$ cat src/hdl/xrs_pkg.sv
// xrs_pkg: shared types, constants and the control store for the xoroshiro128+ generator
// depends on nothing; used by the channel interfaces and xoroshiro128plus_generator_top
`default_nettype none

package xrs_pkg;

  localparam int unsigned WordW = 64;
  localparam int unsigned HalfW = 32;
  localparam int unsigned FuncW = 2;
  localparam int unsigned SeedW = 32;
  localparam int unsigned PcW   = 5;
  localparam int unsigned CntW  = 7;

  localparam logic [WordW-1:0]   JumpPolyLo = 64'hbeac0467eba5facb;
  localparam logic [WordW-1:0]   JumpPolyHi = 64'hd86b048b86aa9922;
  localparam logic [2*WordW-1:0] JumpPoly   = {JumpPolyHi, JumpPolyLo};
  localparam logic [WordW-1:0]   SmGamma    = 64'h9e3779b97f4a7c15;
  localparam logic [WordW-1:0]   SmMul1     = 64'hbf58476d1ce4e5b9;
  localparam logic [WordW-1:0]   SmMul2     = 64'h94d049bb133111eb;
  localparam logic [WordW-1:0]   ResetSeed  = 64'd42;
  localparam logic [CntW-1:0]    JumpLast   = '1;

  typedef enum logic [FuncW-1:0] {
    FUNC_NEXT   = 2'd0,
    FUNC_JUMP   = 2'd1,
    FUNC_RESEED = 2'd2,
    FUNC_NONE   = 2'd3
  } func_e;

  typedef enum logic [3:0] {
    OP_NOP,
    OP_NEXT,
    OP_JINIT,
    OP_JSTEP,
    OP_JDONE,
    OP_GAMMA,
    OP_XS30,
    OP_MLL,
    OP_MLH,
    OP_MHL,
    OP_PSET,
    OP_PADD,
    OP_XS27,
    OP_XS31,
    OP_STORE
  } op_e;

  typedef enum logic [1:0] {
    COND_NONE,
    COND_ALWAYS,
    COND_FIRST,
    COND_LOOP
  } cond_e;

  typedef enum logic {
    MSEL_MUL1,
    MSEL_MUL2
  } msel_e;

  typedef struct packed {
    op_e            op;
    msel_e          msel;
    cond_e          cond;
    logic [PcW-1:0] target;
    logic           last;
  } ctrl_t;

  typedef struct packed {
    logic [WordW-1:0] s1;
    logic [WordW-1:0] s0;
  } state_t;

  localparam logic [PcW-1:0] PcNext   = 5'd0;
  localparam logic [PcW-1:0] PcNone   = 5'd1;
  localparam logic [PcW-1:0] PcJump   = 5'd2;
  localparam logic [PcW-1:0] PcJLoop  = 5'd3;
  localparam logic [PcW-1:0] PcReseed = 5'd5;

  function automatic logic [WordW-1:0] rotl(input logic [WordW-1:0] x, input int unsigned k);
    rotl = (x << k) | (x >> (WordW - k));
  endfunction

  function automatic state_t advance(input state_t s);
    state_t           r;
    logic [WordW-1:0] b;
    b    = s.s1 ^ s.s0;
    r.s0 = rotl(s.s0, 55) ^ b ^ (b << 14);
    r.s1 = rotl(b, 36);
    return r;
  endfunction

  function automatic logic [PcW-1:0] entry_pc(input func_e f);
    unique case (f)
      FUNC_NEXT:   entry_pc = PcNext;
      FUNC_JUMP:   entry_pc = PcJump;
      FUNC_RESEED: entry_pc = PcReseed;
      FUNC_NONE:   entry_pc = PcNone;
    endcase
  endfunction

  function automatic ctrl_t ucode(input logic [PcW-1:0] pc);
    unique case (pc)
      5'd0:    ucode = '{OP_NEXT,  MSEL_MUL1, COND_NONE,   '0,       1'b1};
      5'd1:    ucode = '{OP_NOP,   MSEL_MUL1, COND_NONE,   '0,       1'b1};
      5'd2:    ucode = '{OP_JINIT, MSEL_MUL1, COND_NONE,   '0,       1'b0};
      5'd3:    ucode = '{OP_JSTEP, MSEL_MUL1, COND_LOOP,   PcJLoop,  1'b0};
      5'd4:    ucode = '{OP_JDONE, MSEL_MUL1, COND_NONE,   '0,       1'b1};
      5'd5:    ucode = '{OP_GAMMA, MSEL_MUL1, COND_NONE,   '0,       1'b0};
      5'd6:    ucode = '{OP_XS30,  MSEL_MUL1, COND_NONE,   '0,       1'b0};
      5'd7:    ucode = '{OP_MLL,   MSEL_MUL1, COND_NONE,   '0,       1'b0};
      5'd8:    ucode = '{OP_PSET,  MSEL_MUL1, COND_NONE,   '0,       1'b0};
      5'd9:    ucode = '{OP_MLH,   MSEL_MUL1, COND_NONE,   '0,       1'b0};
      5'd10:   ucode = '{OP_PADD,  MSEL_MUL1, COND_NONE,   '0,       1'b0};
      5'd11:   ucode = '{OP_MHL,   MSEL_MUL1, COND_NONE,   '0,       1'b0};
      5'd12:   ucode = '{OP_PADD,  MSEL_MUL1, COND_NONE,   '0,       1'b0};
      5'd13:   ucode = '{OP_XS27,  MSEL_MUL1, COND_NONE,   '0,       1'b0};
      5'd14:   ucode = '{OP_MLL,   MSEL_MUL2, COND_NONE,   '0,       1'b0};
      5'd15:   ucode = '{OP_PSET,  MSEL_MUL2, COND_NONE,   '0,       1'b0};
      5'd16:   ucode = '{OP_MLH,   MSEL_MUL2, COND_NONE,   '0,       1'b0};
      5'd17:   ucode = '{OP_PADD,  MSEL_MUL2, COND_NONE,   '0,       1'b0};
      5'd18:   ucode = '{OP_MHL,   MSEL_MUL2, COND_NONE,   '0,       1'b0};
      5'd19:   ucode = '{OP_PADD,  MSEL_MUL2, COND_NONE,   '0,       1'b0};
      5'd20:   ucode = '{OP_XS31,  MSEL_MUL2, COND_NONE,   '0,       1'b0};
      5'd21:   ucode = '{OP_STORE, MSEL_MUL2, COND_FIRST,  PcReseed, 1'b0};
      5'd22:   ucode = '{OP_NOP,   MSEL_MUL1, COND_ALWAYS, PcJump,   1'b0};
      default: ucode = '{OP_NOP,   MSEL_MUL1, COND_NONE,   '0,       1'b1};
    endcase
  endfunction

endpackage

`default_nettype wire

$ cat src/hdl/xrs_req_if.sv
// xrs_req_if: request channel carrying func and seed_value beats
// depends on xrs_pkg for field widths
`default_nettype none

interface xrs_req_if;
  logic                           valid;
  logic                           ready;
  logic [xrs_pkg::FuncW-1:0]      func;
  logic [xrs_pkg::SeedW-1:0]      seed_value;

  modport source (output valid, output func, output seed_value, input ready);
  modport sink   (input valid, input func, input seed_value, output ready);
endinterface

`default_nettype wire

$ cat src/hdl/xrs_rsp_if.sv
// xrs_rsp_if: response channel carrying random_value beats
// depends on xrs_pkg for field widths
`default_nettype none

interface xrs_rsp_if;
  logic                           valid;
  logic                           ready;
  logic [xrs_pkg::WordW-1:0]      random_value;

  modport source (output valid, output random_value, input ready);
  modport sink   (input valid, input random_value, output ready);
endinterface

`default_nettype wire

$ cat src/hdl/xoroshiro128plus_generator_top.sv
// xoroshiro128plus_generator_top: microcoded xoroshiro128+ generator with jump and reseed
// depends on xrs_pkg, xrs_req_if and xrs_rsp_if
//
//   channel    dir  beat fields
//   req_i      in   func, seed_value
//   rsp_o      out  random_value
//   zero_seed  in   zero_seed_we_i, zero_seed_value_i
//
// next: one beat per cycle back to back unless rsp_o stalls; jump: the 128 step jump loop;
// reseed: the 32x32 multiplier (3 products per 64-bit multiply), then the jump loop
// after reset the sequencer runs a reseed with seed 42 while req_i is not ready
// a finished result waits in the output register; only the final step stalls on rsp_o
`default_nettype none

module xoroshiro128plus_generator_top (
  input  wire logic                       clk_i,
  input  wire logic                       rst_ni,
  input  wire logic                       zero_seed_we_i,
  input  wire logic [63:0]                zero_seed_value_i,
  xrs_req_if.sink                         req_i,
  xrs_rsp_if.source                       rsp_o
);
  import xrs_pkg::*;

  // control
  logic                busy_q, init_q, half_q, out_valid_q;
  logic [PcW-1:0]      pc_q;
  logic [CntW-1:0]     cnt_q;
  logic [WordW-1:0]    zero_seed_q, x_q;

  // datapath
  state_t              s_q, acc_q;
  logic [WordW-1:0]    z_q, p_q, prod_q, res_q;

  ctrl_t               cw;
  logic                out_free, step_en, finish, accept, cond_hit;
  logic [WordW-1:0]    mconst, seed_sel, x_sum;
  logic [HalfW-1:0]    mul_a, mul_b;
  state_t              s_adv;

  always_comb begin
    cw       = ucode(pc_q);
    out_free = !out_valid_q || rsp_o.ready;
    step_en  = busy_q && (!cw.last || out_free);
    finish   = step_en && cw.last;
    accept   = req_i.valid && (!busy_q || finish);
    unique case (cw.cond)
      COND_NONE:   cond_hit = 1'b0;
      COND_ALWAYS: cond_hit = 1'b1;
      COND_FIRST:  cond_hit = !half_q;
      COND_LOOP:   cond_hit = (cnt_q != JumpLast);
    endcase
    mconst   = (cw.msel == MSEL_MUL2) ? SmMul2 : SmMul1;
    mul_a    = (cw.op == OP_MHL) ? z_q[WordW-1:HalfW] : z_q[HalfW-1:0];
    mul_b    = (cw.op == OP_MLH) ? mconst[WordW-1:HalfW] : mconst[HalfW-1:0];
    seed_sel = (req_i.seed_value == '0) ? zero_seed_q : {{(WordW-SeedW){1'b0}}, req_i.seed_value};
    x_sum    = x_q + SmGamma;
    s_adv    = advance(s_q);
  end

  assign req_i.ready        = !busy_q || finish;
  assign rsp_o.valid        = out_valid_q;
  assign rsp_o.random_value = res_q;

  always_ff @(posedge clk_i or negedge rst_ni) begin
    if (!rst_ni) begin
      busy_q      <= 1'b1;
      init_q      <= 1'b1;
      half_q      <= 1'b0;
      out_valid_q <= 1'b0;
      pc_q        <= PcReseed;
      cnt_q       <= '0;
      zero_seed_q <= '0;
      x_q         <= ResetSeed;
    end else begin
      if (zero_seed_we_i) begin
        zero_seed_q <= zero_seed_value_i;
      end
      if (finish && !init_q) begin
        out_valid_q <= 1'b1;
      end else if (rsp_o.ready) begin
        out_valid_q <= 1'b0;
      end
      if (accept) begin
        busy_q <= 1'b1;
      end else if (finish) begin
        busy_q <= 1'b0;
      end
      if (finish) begin
        init_q <= 1'b0;
      end
      if (accept) begin
        pc_q <= entry_pc(func_e'(req_i.func));
      end else if (step_en) begin
        pc_q <= cond_hit ? cw.target : pc_q + 1'b1;
      end
      if (accept) begin
        half_q <= 1'b0;
      end else if (step_en && cw.op == OP_STORE) begin
        half_q <= 1'b1;
      end
      if (step_en && cw.op == OP_JINIT) begin
        cnt_q <= '0;
      end else if (step_en && cw.op == OP_JSTEP) begin
        cnt_q <= cnt_q + 1'b1;
      end
      if (accept) begin
        x_q <= seed_sel;
      end else if (step_en && cw.op == OP_GAMMA) begin
        x_q <= x_sum;
      end
    end
  end

  always_ff @(posedge clk_i) begin
    if (step_en) begin
      unique case (cw.op)
        OP_NOP:   ;
        OP_NEXT:  s_q <= s_adv;
        OP_JINIT: acc_q <= '0;
        OP_JSTEP: begin
          if (JumpPoly[cnt_q]) begin
            acc_q <= acc_q ^ s_q;
          end
          s_q <= s_adv;
        end
        OP_JDONE: s_q <= acc_q;
        OP_GAMMA: z_q <= x_sum;
        OP_XS30:  z_q <= z_q ^ (z_q >> 30);
        OP_MLL, OP_MLH, OP_MHL: prod_q <= mul_a * mul_b;
        OP_PSET:  p_q <= prod_q;
        OP_PADD:  p_q[WordW-1:HalfW] <= p_q[WordW-1:HalfW] + prod_q[HalfW-1:0];
        OP_XS27:  z_q <= p_q ^ (p_q >> 27);
        OP_XS31:  z_q <= p_q ^ (p_q >> 31);
        OP_STORE: begin
          if (!half_q) begin
            s_q.s0 <= z_q;
          end else begin
            s_q.s1 <= z_q;
          end
        end
        default:  ;
      endcase
      if (finish) begin
        res_q <= (cw.op == OP_NEXT) ? s_q.s0 + s_q.s1 : '0;
      end
    end
  end

endmodule

`default_nettype wire
$ cat src/flat_wrapper.sv
// flat-port wrapper written by rule: the top's interface ports become plain ports
module xoroshiro128plus_generator_top_flat import xrs_pkg::*;
  (clk_i, rst_ni, zero_seed_we_i, zero_seed_value_i, req_i_valid, req_i_func, req_i_seed_value, req_i_ready, rsp_o_valid, rsp_o_random_value, rsp_o_ready);
  xrs_req_if req_i_i ();
  xrs_rsp_if rsp_o_i ();
  input  wire logic clk_i;
  input  wire logic rst_ni;
  input  wire logic zero_seed_we_i;
  input  wire logic [63:0] zero_seed_value_i;
  input wire logic [$bits(req_i_i.valid)-1:0] req_i_valid;
  input wire logic [$bits(req_i_i.func)-1:0] req_i_func;
  input wire logic [$bits(req_i_i.seed_value)-1:0] req_i_seed_value;
  output wire logic [$bits(req_i_i.ready)-1:0] req_i_ready;
  output wire logic [$bits(rsp_o_i.valid)-1:0] rsp_o_valid;
  output wire logic [$bits(rsp_o_i.random_value)-1:0] rsp_o_random_value;
  input wire logic [$bits(rsp_o_i.ready)-1:0] rsp_o_ready;
  assign req_i_i.valid = req_i_valid;
  assign req_i_i.func = req_i_func;
  assign req_i_i.seed_value = req_i_seed_value;
  assign req_i_ready = req_i_i.ready;
  assign rsp_o_valid = rsp_o_i.valid;
  assign rsp_o_random_value = rsp_o_i.random_value;
  assign rsp_o_i.ready = rsp_o_ready;
  xoroshiro128plus_generator_top u_core (.clk_i(clk_i), .rst_ni(rst_ni), .zero_seed_we_i(zero_seed_we_i), .zero_seed_value_i(zero_seed_value_i), .req_i(req_i_i), .rsp_o(rsp_o_i));
endmodule
$ cat config.mk
export PLATFORM = sky130hd
export DESIGN_NAME = xoroshiro128plus_generator_top_flat
export DESIGN_NICKNAME = d
export VERILOG_FILES = /design/src/hdl/xrs_pkg.sv /design/src/hdl/xrs_req_if.sv /design/src/hdl/xrs_rsp_if.sv /design/src/hdl/xoroshiro128plus_generator_top.sv /design/src/flat_wrapper.sv
export SDC_FILE = /design/constraint.sdc
export NUM_CORES = 2
export LEC_CHECK = 0
export CORE_UTILIZATION = 45
export CTS_CLUSTER_SIZE = 8
export DETAILED_ROUTE_END_ITERATION = 6
export DONT_BUFFER_PORTS = 1
export PLACE_DENSITY = 0.67
export SLEW_MARGIN = 15
export SYNTH_ARGS = -nofsm -noshare
export SYNTH_HDL_FRONTEND = slang
export SYNTH_SLANG_ARGS = --single-unit
$ cat constraint.sdc
create_clock -name clk_i -period 24 [get_ports clk_i]
set_input_delay 0 -clock clk_i [delete_from_list [all_inputs] [get_ports clk_i]]
set_output_delay 0 -clock clk_i [all_outputs]
set_load 0.01 [all_outputs]
* After elaboration in Yosys (flattened, before gate mapping) *
Memory sizes are Yosys's and may differ from the RTL's.
Index checks and enable logic that the tools add are counted.

operators by class
  $add $sub $neg = 5
  $mul = 1
  div/mod/pow operators = 0
  order comparisons = 1
  equality and inequality tests = 24
  shifts and indexed selects = 0
  mux-type cells = 27
  bitwise logic cells = 9
  reduce and logical (&&, ||, !) cells = 39

operators by type and width
  cell                                                             count
  128-bit one-hot mux with 3 select lines                          1
  64-bit two-way mux                                               5
  128-bit one-hot mux with 2 select lines                          1
  64-bit one-hot mux with 4 select lines                           1
  64-bit bitwise XOR                                               3
  128-bit two-way mux                                              1
  128-bit bitwise XOR                                              1
  64-bit adder                                                     1
  64-bit adder, second input constant                              1
  32-bit by 32-bit multiplier with 64-bit output                   1
  32-bit two-way mux                                               2
  64-bit by 36-bit OR with 64-bit output                           1
  64-bit by 55-bit OR with 64-bit output                           1
  32-bit one-hot mux with 2 select lines                           1
  64-bit by 33-bit bitwise XOR with 64-bit output                  1
  64-bit by 34-bit bitwise XOR with 64-bit output                  1
  64-bit by 37-bit bitwise XOR with 64-bit output                  1
  62-bit two-way mux                                               1
  32-bit adder                                                     1
  32-bit zero test                                                 1
  4-bit == test, second input constant                             7
  5-bit one-hot mux with 4 select lines                            1
  4-bit by 3-bit == test with 1-bit output, second input constant  4
  2-bit nonzero test                                               8
  24 further kinds                                                 59

storage, ports and cells
  flip-flop bits (word level) = 656
  bits in latches = 0
  memory bits (writable) = 0
  memory bits (read-only) = 480
  input port bits = 103
  output and inout bits = 66
  memories = 2

memories
  name              depth  width  rd ports  clocked after Yosys merged registers in  write ports  line                                   source
  (name not given)  32     11     1         0                                        0            xrs_pkg.sv:102                         unique case (pc)
  (name not given)  128    1      1         0                                        0            xoroshiro128plus_generator_top.sv:122  if (JumpPoly[cnt_q]) begin

* Depth between registers and ports, before layout *
  word-level depth = 8
  depth in mapped cells = 42
  mapped depth without buffers = 38

* Worst setup path before layout *
OpenSTA, ideal clock, no wires.

  kind = reg-to-reg
  from = register u_core.pc_q[0]
  to = register u_core.prod_q[61], data pin
  arrival time = 9.743 ns
  path slack = 13.995 ns
  stages on the path, launching flop included = 37
  clock period less this slack = 10.005 ns
  path through = dfstp_2 > inv_1 > ha_1 > nor2b_1 > a211oi_1 > a31oi_1 > o22ai_2 > nor3_1 > clkbuf_1 > inv_1 > ha_1 > clkbuf_1 > clkbuf_1 > clkbuf_1 > nor2_1 > fa_1 > fa_1 > fa_1 > inv_1 > fa_1 > inv_1 > fa_1 > fa_1 > fa_1 > fa_1 > ha_1 > clkbuf_1 > a21o_1 > a21o_1 > a21oi_1 > o21ai_0 > a221o_1 > a32oi_1 > nand2_1 > o211a_1 > a311oi_1 > xnor2_1

on the way
  longest elaborated chain between the ends = 4
  elaborated cells on any way between the ends = 7

ends and longest elaborated chain
  what                                                line                                                                        source
  start, declared                                     xoroshiro128plus_generator_top.sv:27                                        logic [PcW-1:0] pc_q;
  start signal, assigned                              xoroshiro128plus_generator_top.sv:71                                        pc_q <= PcReseed;
  start signal, assigned                              xoroshiro128plus_generator_top.sv:93                                        pc_q <= entry_pc(func_e'(req_i.func));
  start signal, assigned                              xoroshiro128plus_generator_top.sv:95                                        pc_q <= cond_hit ? cw.target : pc_q + 1'b1;
  memory read 32 x 11 bit (*)                         --
  4-bit == test (tied with other cells)               xoroshiro128plus_generator_top.sv:54                                        mul_a = (cw.op == OP_MHL) ? z_q[WordW-1:HalfW] : z_q[HalfW-1:0];
  32-bit two-way mux (on tied branches)               xoroshiro128plus_generator_top.sv:54, xoroshiro128plus_generator_top.sv:55
  32-bit by 32-bit multiplier with 64-bit output (*)  xoroshiro128plus_generator_top.sv:130                                       OP_MLL, OP_MLH, OP_MHL: prod_q <= mul_a * mul_b;
  end signal, assigned                                xoroshiro128plus_generator_top.sv:130
  end, declared                                       xoroshiro128plus_generator_top.sv:33                                        logic [WordW-1:0] z_q, p_q, prod_q, res_q;

Every way passes the cells marked *; elsewhere a longest branch is shown, timed or not.
A chain may end at the register's enable or synchronous reset.

* Final worst setup path *
  from = register u_core.pc_q[0]
  to = register u_core.prod_q[51], data pin

Same word-level chain as after synthesis.

==> run metrics <==
Pre-antenna DRT Iters 6; post-synthesis async set-or-reset flop share 22.0%; top-level port count 169; final setup violation count 0; Layout Nets 8036; CTS tree built; Top cell by count, worst path fa_1; Final Hold Vio Count 0; Layout Cells excl Fill 8642; post-synthesis sequential element count 656; vias per cell 5.82; most frequent cells in the layout inv_1, fa_1, nor2_1; Worst Hold Class in2async; final WL 228000 microns; sequential-to-total area share from yosys stat 28.3%; Syn Inst Count between 6000 and 7000; register area 0.0190 sq mm; first-pass GRT wire length 338000 microns; RSZ-0062 raised after global routing false; Synth Flop Type edfxtp_1; initial antenna violation count 3; maximum number of pins on one net before global-route repair about 150; area of the multi-input gates ~0.043 sq mm; gr ovfl total 0; synth unique cells 106; H-Tree Level Count 3; routed len/inst 26.3 microns; die span in y 388 microns; critical path data arrival time ~12 ns; vias in the first global route 52100; Synth area leader fa_1; DRC 0; PortBufs 0; CTS Sinks 656; Critical Path RT 24.39 ns; Cells after DPL 8332; crit-path max cell delay 1.06 ns; Area contributors post-synth fa_1, edfxtp_1, ha_1; Max Root-Sink Buffers 3; Setup crit end kind flop; clk root buf clkbuf_16; commonest non-fill, non-tap cell in the layout inv_1; fin area between 0.07 and 0.08 sq mm; fmax 83.5 MHz; Mapped Area 0.0671 sq mm; placed cell area between 0.06 and 0.07 sq mm; WS Path Type reg2reg; routability cong. 0.998; Die W around 390 microns; Starting Density 45.4%; DP HPWL about 180000 microns; Final ANT Viol Nets 0; max-cap violation count 0; CTS Buf Count 92; CP Max Fanout 32; Slowest-stage cell, CP mux2i_2; row cnt roughly 140; Core Region around 0.15 sq mm; status finished clean; yosys warns 0; clk_lat worst skew roughly 0.66 ns; Setup Skew 0.0277 ns; slew margin rel. 11.8%; DRT iter0 DRCs 5124; worst slew pin tran roughly 1.3 ns; post_cts resized 0; total number of vias 50300; Fillers 13400; Area Growth Syn to Fin 9.00%; layout cell share with drive strength beyond 1 about 5.6%; top-area cell type share of the netlist area 24.0%; Post-synth EDFFs around 510; period utilisation layout 49.9%; Final Max Slew Viols 0; die footprint ~0.15 sq mm; syn_nets 8021; min Tclk post-route 11.97 ns; mean area per synthesized cell 10.1 sq um; GRT Total Usage 30.1%; CTS clk-pin slew, worst paths around 0.06 ns; startpoint types flop; setup TNS 0 ns
[worst max-delay path, delay by kind of cell, from the launching register on]
family                     cells  cell delay [ns]
and+or+nand+nor                4             1.03
buffers and inverters          5             1.23
xor gates and xnor gates       1             0.14
muxes                          1             1.06
DFF                            1             0.59
AOI/OAI and AO/OA             11             2.75
adders and majority gates     10             4.84
[through the flow]
stage	util [%]	setup WS, ns	hold slack (ns)
after global placement	46.6	11.92	-0.293
after floorplan	-	13.99	-0.296
final	49.5	12.03	0.0275
after global routing	49.5	11.46	0.0301
after detailed placement	46.6	12.16	-0.293
after CTS	49.5	12.13	0.00128
[cell usage after synthesis, drive strengths merged (140+ instances only)]
master,n
clkbuf,227
ha,465
fa,803
xor2,206
edfxtp,512
o21ai,286
xnor2,389
a22oi,140
inv,1052
nand2,466
a21oi,244
nor2,527
[layout make-up]
type                       count  area share, %
timing repair buffer         218           2.86
inverter                    1058           5.43
antenna                        9         0.0308
tap                         1930           3.30
sequential                   656           26.0
clock buffer                 126           3.38
multi-input combinational   4639           58.9
clock inverter                 6          0.120
[path summary, 6_finish.rpt]
check / start / endpoint / slack (ns) / cells past startpoint
hold reg to reg: u_core.prod_q[23]$_DFFE_PP_ / u_core.p_q[23]$_DFFE_PP_ / 0.48 / 0
min in group clk_i: req_i_func[0] / u_core.pc_q[2]$_DFFE_PN1P_ / 0.03 / 3
setup reg to reg: u_core.pc_q[0]$_DFFE_PN1P_ / u_core.prod_q[51]$_DFFE_PP_ / 12.03 / 32
setup / recovery: u_core.pc_q[0]$_DFFE_PN1P_ / u_core.prod_q[51]$_DFFE_PP_ / 12.03 / 32
hold / removal: rst_ni / u_core.x_q[9]$_DFFE_PN0P_ / 0.03 / 2
max in group asynchronous: rst_ni / u_core.x_q[45]$_DFFE_PN0P_ / 23.39 / 2
[routing by layer]
layer	routed length [microns]	up-vias	track usage, %
li1	-	21900	-
met1	87700	25500	38.4
met2	107000	2442	49.3
met3	18600	499	4.81
met4	14000	0	15.8
met5	0	-	0
[timing repair]
item,4_1_cts,5_1_grt
endpoints found under the hold margin,267,0
hold buffers,168,0
buffers inserted,0,0
[flip-flops by register name, indices dropped and copies added, names as in the netlist]
| signal | count |
|---|---|
| u_core.acc_q | 128 |
| u_core.busy_q | 1 |
| u_core.cnt_q | 7 |
| u_core.half_q | 1 |
| u_core.init_q | 1 |
| u_core.p_q | 64 |
| u_core.pc_q | 5 |
| u_core.prod_q | 64 |
| u_core.rsp_o.random_value | 64 |
| u_core.rsp_o.valid | 1 |
| u_core.s_q | 128 |
| u_core.x_q | 64 |
| u_core.z_q | 64 |
| u_core.zero_seed_q | 64 |
[logic make-up (layout without fill, tap and decap cells)]
logic type	count (synthesis)	in the layout	share of synthesized area, %
AO/OA/AOI/OAI	1093	1093	10.7
other	0	9	0
multiplexers	137	137	2.25
adder cells (fa/ha/maj)	1268	1268	32.6
AND/OR/NAND/NOR	1546	1546	10.6
XOR/XNOR	595	595	7.76
buffers and inverters	1355	1408	7.73
flip-flops	656	656	28.3
Power is left out: the tool's default activity adds up to more than one toggle a clock period on the data nets, which glitch-free logic cannot reach.
